===== src/rtl/mnp_pkg.sv =====
// ---------------------------------------------------------------------------
// mnp_pkg: shared types, constants and helpers for mesh_normalize_place
// Holds the sequencer states, the micro-op table of the shared multiplier,
// the divider request type and the saturation helpers.
// ---------------------------------------------------------------------------
package mnp_pkg;

	localparam int MAX_VERTICES_DEF    = 65536;
	localparam int COORD_FRAC_BITS_DEF = 16;
	localparam int TRIG_FRAC_BITS      = 14;
	localparam int SUM_W               = 48;
	localparam int DVD_W               = 56;
	localparam int DVS_W               = 33;
	localparam int OPA_W               = 33;
	localparam int PROD_W              = 66;
	localparam int ACC_W               = 67;
	localparam int NUM_UOPS            = 27;
	localparam int UOP_W               = 5;
	localparam int PADDR_W             = 5;

	typedef enum logic [2:0] {
		REG_POS_X     = 3'd0,
		REG_POS_Y     = 3'd1,
		REG_POS_Z     = 3'd2,
		REG_TARGET_H  = 3'd3,
		REG_ROLL_SC   = 3'd4,
		REG_PITCH_SC  = 3'd5,
		REG_YAW_SC    = 3'd6,
		REG_NONE      = 3'd7
	} cfg_reg_t;

	typedef enum logic [2:0] {
		ST_IDLE,
		ST_DIV_START,
		ST_DIV_WAIT,
		ST_CENTER,
		ST_MUL,
		ST_ACC,
		ST_FIN
	} state_t;

	typedef enum logic [1:0] {
		BSEL_SCALE,
		BSEL_COS,
		BSEL_SIN,
		BSEL_NSIN
	} bsel_t;

	typedef enum logic [1:0] {
		ANG_ROLL,
		ANG_PITCH,
		ANG_YAW,
		ANG_NONE
	} angle_t;

	typedef struct packed {
		logic [2:0] a_idx;
		bsel_t      bsel;
		angle_t     ang;
		logic       first;
		logic       last;
		logic       to_temp;
		logic       commit;
		logic [2:0] dst;
		logic       narrow;
		logic       scale_op;
	} uop_t;

	typedef struct packed {
		logic             start;
		logic [DVD_W-1:0] dividend;
		logic [DVS_W-1:0] divisor;
	} div_req_t;

	// Micro-op list: three scale products, then six rotation pairs
	// (vertex roll, pitch, yaw, then normal roll, pitch, yaw), four products each.
	function automatic uop_t uop(input logic [UOP_W-1:0] step);
		uop_t       u;
		logic [4:0] k;
		logic [2:0] p;
		logic [1:0] q;
		logic [2:0] base;
		logic [2:0] ia;
		logic [2:0] ib;
		u          = '0;
		u.bsel     = BSEL_SCALE;
		u.ang      = ANG_NONE;
		k          = step - 5'd3;
		p          = k[4:2];
		base       = (p >= 3'd3) ? 3'd3 : 3'd0;
		q          = (p >= 3'd3) ? 2'(p - 3'd3) : p[1:0];
		ia         = 3'd0;
		ib         = 3'd0;
		if (step < 5'd3) begin
			u.a_idx    = step[2:0];
			u.first    = 1'b1;
			u.last     = 1'b1;
			u.dst      = step[2:0];
			u.scale_op = 1'b1;
		end else begin
			case (q)
				2'd0: begin
					u.ang = ANG_ROLL;
					ia    = 3'd1;
					ib    = 3'd2;
				end
				2'd1: begin
					u.ang = ANG_PITCH;
					ia    = 3'd2;
					ib    = 3'd0;
				end
				default: begin
					u.ang = ANG_YAW;
					ia    = 3'd0;
					ib    = 3'd1;
				end
			endcase
			u.narrow = (p >= 3'd3);
			case (k[1:0])
				2'd0: begin
					u.a_idx = base + ia;
					u.bsel  = BSEL_COS;
					u.first = 1'b1;
				end
				2'd1: begin
					u.a_idx   = base + ib;
					u.bsel    = BSEL_SIN;
					u.last    = 1'b1;
					u.to_temp = 1'b1;
				end
				2'd2: begin
					u.a_idx = base + ib;
					u.bsel  = BSEL_COS;
					u.first = 1'b1;
				end
				default: begin
					u.a_idx  = base + ia;
					u.bsel   = BSEL_NSIN;
					u.last   = 1'b1;
					u.commit = 1'b1;
					u.dst    = base + ib;
				end
			endcase
		end
		return u;
	endfunction

	function automatic logic [31:0] sat32(input logic signed [ACC_W-1:0] v);
		logic [31:0] r;
		if (v > ACC_W'(signed'(33'sh0_7FFF_FFFF)))
			r = 32'h7FFF_FFFF;
		else if (v < -ACC_W'(signed'(34'sh0_8000_0000)))
			r = 32'h8000_0000;
		else
			r = v[31:0];
		return r;
	endfunction

	function automatic logic [31:0] sat16(input logic signed [ACC_W-1:0] v);
		logic [31:0] r;
		if (v > ACC_W'(signed'(17'sh0_7FFF)))
			r = 32'h0000_7FFF;
		else if (v < -ACC_W'(signed'(18'sh0_8000)))
			r = 32'hFFFF_8000;
		else
			r = {{16{v[15]}}, v[15:0]};
		return r;
	endfunction

endpackage


===== src/rtl/mnp_div.sv =====
// ---------------------------------------------------------------------------
// mnp_div: restoring unsigned divider, one quotient bit per cycle
// Takes a request, runs DVD_W steps and pulses done with the quotient.
// ---------------------------------------------------------------------------
module mnp_div (
	input  logic                     clk,
	input  logic                     arst_n,
	input  mnp_pkg::div_req_t        req,
	output logic                     done,
	output logic [mnp_pkg::DVD_W-1:0] quotient
);

	localparam int CNT_W = $clog2(mnp_pkg::DVD_W);

	logic [mnp_pkg::DVS_W-1:0] rem_q;
	logic [mnp_pkg::DVD_W-1:0] quo_q;
	logic [mnp_pkg::DVS_W-1:0] dvs_q;
	logic [CNT_W-1:0]          cnt_q;
	logic                      busy_q;
	logic                      done_q;
	logic [mnp_pkg::DVS_W:0]   rs;
	logic [mnp_pkg::DVS_W:0]   diff;
	logic                      ge;

	assign rs   = {rem_q, quo_q[mnp_pkg::DVD_W-1]};
	assign diff = rs - {1'b0, dvs_q};
	assign ge   = !diff[mnp_pkg::DVS_W];

	always_ff @(posedge clk or negedge arst_n) begin
		if (!arst_n) begin
			busy_q <= 1'b0;
			done_q <= 1'b0;
			cnt_q  <= '0;
		end else begin
			done_q <= 1'b0;
			if (req.start) begin
				busy_q <= 1'b1;
				cnt_q  <= '0;
			end else if (busy_q) begin
				cnt_q <= cnt_q + 1'b1;
				if (cnt_q == CNT_W'(mnp_pkg::DVD_W - 1)) begin
					busy_q <= 1'b0;
					done_q <= 1'b1;
				end
			end
		end
	end

	always_ff @(posedge clk) begin
		if (req.start) begin
			rem_q <= '0;
			quo_q <= req.dividend;
			dvs_q <= req.divisor;
		end else if (busy_q) begin
			rem_q <= ge ? diff[mnp_pkg::DVS_W-1:0] : rs[mnp_pkg::DVS_W-1:0];
			quo_q <= {quo_q[mnp_pkg::DVD_W-2:0], ge};
		end
	end

	assign done     = done_q;
	assign quotient = quo_q;

endmodule

===== config.mk =====
export PLATFORM = sky130hd
export DESIGN_NAME = mnp_div
export DESIGN_NICKNAME = d
export VERILOG_FILES = /design/src/rtl/mnp_pkg.sv /design/src/rtl/mnp_div.sv
export SDC_FILE = /design/constraint.sdc
export NUM_CORES = 1
export LEC_CHECK = 0
export BUFFER_PORTS_ARGS = -buffer_cell sky130_fd_sc_hd__buf_2
export CORE_MARGIN = 4
export CORE_UTILIZATION = 55
export CTS_CLUSTER_DIAMETER = 120
export CTS_CLUSTER_SIZE = 25
export DETAILED_ROUTE_END_ITERATION = 8
export GPL_ROUTABILITY_DRIVEN = 0
export GPL_TIMING_DRIVEN = 0
export HOLD_SLACK_MARGIN = 0.1
export PLACE_DENSITY = 0.82
export SLEW_MARGIN = 15
export SYNTH_ARGS = -nofsm -noshare
export SYNTH_HDL_FRONTEND = slang
export SYNTH_SLANG_ARGS = --single-unit

===== constraint.sdc =====
create_clock -name clk -period 4 [get_ports clk]
set_clock_uncertainty 0.05 [all_clocks]
set_input_delay 0.8 -clock clk [delete_from_list [all_inputs] [get_ports clk]]
set_output_delay 0.8 -clock clk [all_outputs]
set_load 0.02 [all_outputs]

# Word level (Yosys, flattened, before mapping)
# Index checks and enable logic that the tools add are counted.
[classes] reduce_logical=2 n_addsub=2 eq_ne=1 n_mux=11
[ops] operator="$mux 56" count=2
[ops] operator="$sub 34x33->34" count=1
[ops] operator="$mux 33" count=1
[ops] operator="$mux 6" count=2
[ops] operator="$add 6x1->6 const B" count=1
[ops] operator="$eq 6x6->1 const B" count=1
[ops] operator="$mux 1" count=6
[ops] operator="$reduce_bool 2->1" count=1
[ops] operator="$logic_not 1->1" count=1
[word_totals] regBits=130 input_bits=92

# Depth between registers and ports, before layout
[depth] word_depth=4 mapped_depth=13 depth_no_buf=12

# Worst setup path after synthesis
# Ideal clock, no wire load.
[synth_timing] path_kind="flip-flop to flip-flop" startpoint="register quo_q, in the netlist quotient[55]" endpoint="register rem_q[32] (netlist bit)" synth_period_minus_slack_ns=2.751 setup_ns=0.132 arrival_ns=2.568 t_required_ns=3.818 setup_slack_ns=1.249 n_path_buf=0 path_stages_with_launch=13 path_cell_list="edfxtp_1 inv_1 ha_1 fa_1 nor2b_1 o311a_1 o21ai_1 a311oi_1 o31ai_1 a21boi_0 or3_1 a41oi_1 a31oi_1"
[synth_via] elab_chain_cells=2
[synth_rtl] item="start, declared" line="mnp_div.sv:16" source="logic [mnp_pkg::DVD_W-1:0] quo_q;"
[synth_rtl] item="start signal, assigned" line="mnp_div.sv:52" source="quo_q <= req.dividend;"
[synth_rtl] item="start signal, assigned" line="mnp_div.sv:56" source="quo_q <= {quo_q[mnp_pkg::DVD_W-2:0], ge};"
[synth_rtl] item="$sub 34x33->34" line="mnp_div.sv:26" source="assign diff = rs - {1'b0, dvs_q};"
[synth_rtl] item="$mux 33" line="mnp_div.sv:55" source="rem_q <= ge ? diff[mnp_pkg::DVS_W-1:0] : rs[mnp_pkg::DVS_W-1:0];"
[synth_rtl] item="end signal, assigned" line="mnp_div.sv:55"
[synth_rtl] item="end, declared" line="mnp_div.sv:15" source="logic [mnp_pkg::DVS_W-1:0] rem_q;"
# No other way between the ends.
# A chain may end at the register's enable or synchronous reset.

# Worst setup path in the final report
# Ends and elaborated chain as after synthesis.

==> impl_metrics.json <==
{
  "routed_via_density": 6.014,
  "cts_sinks": 130,
  "antenna_found_initial": 1,
  "rr_startpoint": "quotient[55]$_DFFE_PP_",
  "cts_buffers": 17,
  "drc": 0,
  "critPathLaunch": "quotient[55]$_DFFE_PP_",
  "ir_worst_vdd_v": 0.0003148,
  "status": "finished, final reports clean",
  "start_kind": "register",
  "synthesis.nets": 798,
  "p_leak_nw": 3.836,
  "syn_avg_cell_area_sq_um": 10.68,
  "drtIter0Drc": 593,
  "crit_path_end_kind": "register",
  "final_common_cell": "buf_2",
  "cts-resized-gates": 0,
  "ys_seq_elements": 130,
  "postRouteAntennaNets": 0,
  "slew_headroom_pct": 44.74,
  "hp-class": "input port to asynchronous set/reset pin",
  "max-cap-violations": 0,
  "critPathKind": "register to register",
  "fp.dieArea_sq_um": 14920,
  "die_y_microns": 122.2,
  "track_usage_pct": 26.20,
  "start_util_pct": 56.56,
  "gr-total-overflow": 0,
  "area_growth_pct": 21.63,
  "crit_fanout": 3,
  "layout-drive-gt1-share_pct": 30.52,
  "slew_viol_final": 0,
  "rsz0062_at_grt": "no",
  "synthArstFlopShare_pct": 6.154,
  "final_cell_mix": "158 x buf_2, 89 x edfxtp_1, 55 x mux2_2",
  "fp.coreArea_sq_um": 12670,
  "cts_buffer_depth": 2,
  "final-hold-violation-count": 0,
  "ys_seq_area_share_pct": 49.30,
  "die_w_microns": 122.2,
  "synth-main-ff-cell": "edfxtp_1",
  "synth_area_leaders": "edfxtp_1 37%, dfxtp_1 9.2%, mux2_2 8.6%, ha_1 5.9%, a311oi_1 3.1%",
  "worstMarginPinSlew_ns": 0.8288,
  "grt_max_degree": 35,
  "dpl.hpwl_mm": 13.86,
  "grt_pass1_wl_mm": 30.51,
  "num_rows": 41,
  "p_per_area_nw_per_um2": 409.0,
  "dr.pass1.iters": 5,
  "hold_buffers": 0,
  "yosysUniqueCellTypes": 61,
  "syn_inst": 671,
  "setup_violations": 0,
  "cts_tree": "built",
  "cp_data_required_time_ns": 4.24,
  "setup_tns_ns": 0,
  "fin_crit_ns": 3.350,
  "synth_edf_count": 89,
  "vias": 6164,
  "fmax_mhz": 298.5,
  "drt_wl_total_mm": 19.32,
  "grt_pass1_vias": 6208,
  "post_cts_buffers": 0,
  "synth_top_cell_by_area": "edfxtp_1",
  "avgRoutedWirePerCell_microns": 18.84,
  "final_util_pct": 68.80,
  "insertion_delay_ns": 0.44,
  "portBuffers": 148,
  "syn_area_sq_um": 7167,
  "seq_area_sq_um": 3533,
  "netlist.area_leader.share_pct": 37.29,
  "n_fill_cell": 969,
  "yosys_warnings": 0,
  "cts_root_buf": "clkbuf_16",
  "pin_count": 149,
  "clk_pin_slew_ns": 0.06,
  "nets": 966,
  "multi_input_area_sq_um": 3321,
  "cp.arrival_ns": 3.59,
  "fin_crit_sh_pct": 83.74,
  "htree_levels": 4
}
[worst max-delay path, cell delays in order (launching register included)]
cell,delay [ns]
edfxtp_1,0.48
inv_1,0.11
ha_1,0.18
fa_1,0.22
nor2b_1,0.08
o311a_1,0.33
o21ai_1,0.35
a311oi_1,0.20
o31ai_1,0.38
a21boi_0,0.16
or3_1,0.36
a41oi_1,0.22
a31oi_1,0.10
[final timing paths]
kind	endpoint	slack [ns]	cells past startpoint
setup reg to reg	rem_q[32]$_SDFFE_PP0P_	0.65	12
hold / removal	cnt_q[5]$_DFFE_PN0P_	0.15	1
max in group asynchronous	cnt_q[0]$_DFFE_PN0P_	3.58	1
hold reg to reg	rem_q[14]$_SDFFE_PP0P_	0.45	2
setup / recovery	rem_q[32]$_SDFFE_PP0P_	0.65	12
min in group clk	rem_q[14]$_SDFFE_PP0P_	0.45	2
[state kept, by name (all words and copies together), names as in the netlist]
signal,cells
quotient,56
dvs_q,33
rem_q,33
cnt_q,6
busy_q,1
done,1
[where the power goes]
part / switching, mW / total [mW] / internal, mW / leakage, nW
sequential: 0.0482 / 1.59 / 1.54 / 1.29
combinational: 0.264 / 0.456 / 0.192 / 2.28
clock: 0.651 / 1.52 / 0.868 / 0.271
total: 0.963 / 3.57 / 2.60 / 3.84
[Yosys cell counts, types with 3 or more instances]
cell type,instances
clkbuf_1,26
nor2b_1,5
nand2b_1,4
or3_1,3
a211oi_1,3
xor2_1,18
a31oi_1,9
a21o_1,18
ha_1,34
inv_1,41
o21ai_0,37
nor4_1,4
and3_1,6
buf_2,10
nor3_1,13
o21bai_1,5
edfxtp_1,89
xnor2_1,14
dfxtp_1,33
nand4_1,7
nand2_1,33
nand3_1,31
mux2_2,55
a21oi_1,32
o21ai_1,7
nor2_1,53
a311oi_1,25
o31ai_1,4
dfrtp_1,8
[metrics by stage]
stage | std cells | hold slack (ns) | power, mW | worst slack (ns) | cell area, sq um
floorplan | 671 | 0.4023 | 1.891 | 1.249 | 7167
global placement | 991 | 0.4211 | 2.045 | 0.1998 | 8123
detailed placement | 992 | 0.4396 | 2.066 | 0.5615 | 8143
CTS | 1024 | 0.1511 | 3.575 | 0.7840 | 8715
global route | 1025 | 0.1564 | 3.680 | 0.5102 | 8717
finish | 1025 | 0.1500 | 3.565 | 0.6503 | 8717
[logic make-up after synthesis]
family,after synthesis,share of synthesized area (%)
buffers and inverters,78,4.365
adder cells (fa/ha/maj),35,6.215
AO/OA/AOI/OAI,172,16.31
AND/OR/NAND/NOR,167,10.98
multiplexers,57,8.921
flip-flops,130,49.30
XOR/XNOR,32,3.911
[per-layer routing]
layer | up-vias | global-route usage [%] | share of wire (%)
met2 | 291 | 45.10 | 50
met5 | - | 0 | 0
li1 | 2846 | - | -
met1 | 2984 | 31.98 | 40
met4 | 0 | 9.727 | 2.7
met3 | 43 | 6.314 | 7.4
[final cells by class]
class | count | share of cell area (%)
multi-input cells | 463 | 38.09
inverters | 41 | 1.765
flip-flops and latches | 130 | 40.53
plain buffers | 37 | 1.823
repair buffers | 149 | 8.727
clock buffers | 17 | 4.880
clock inverters | 15 | 1.679
well taps | 172 | 2.469
diodes | 1 | 0.02871
(Power assumes the default switching activity.)
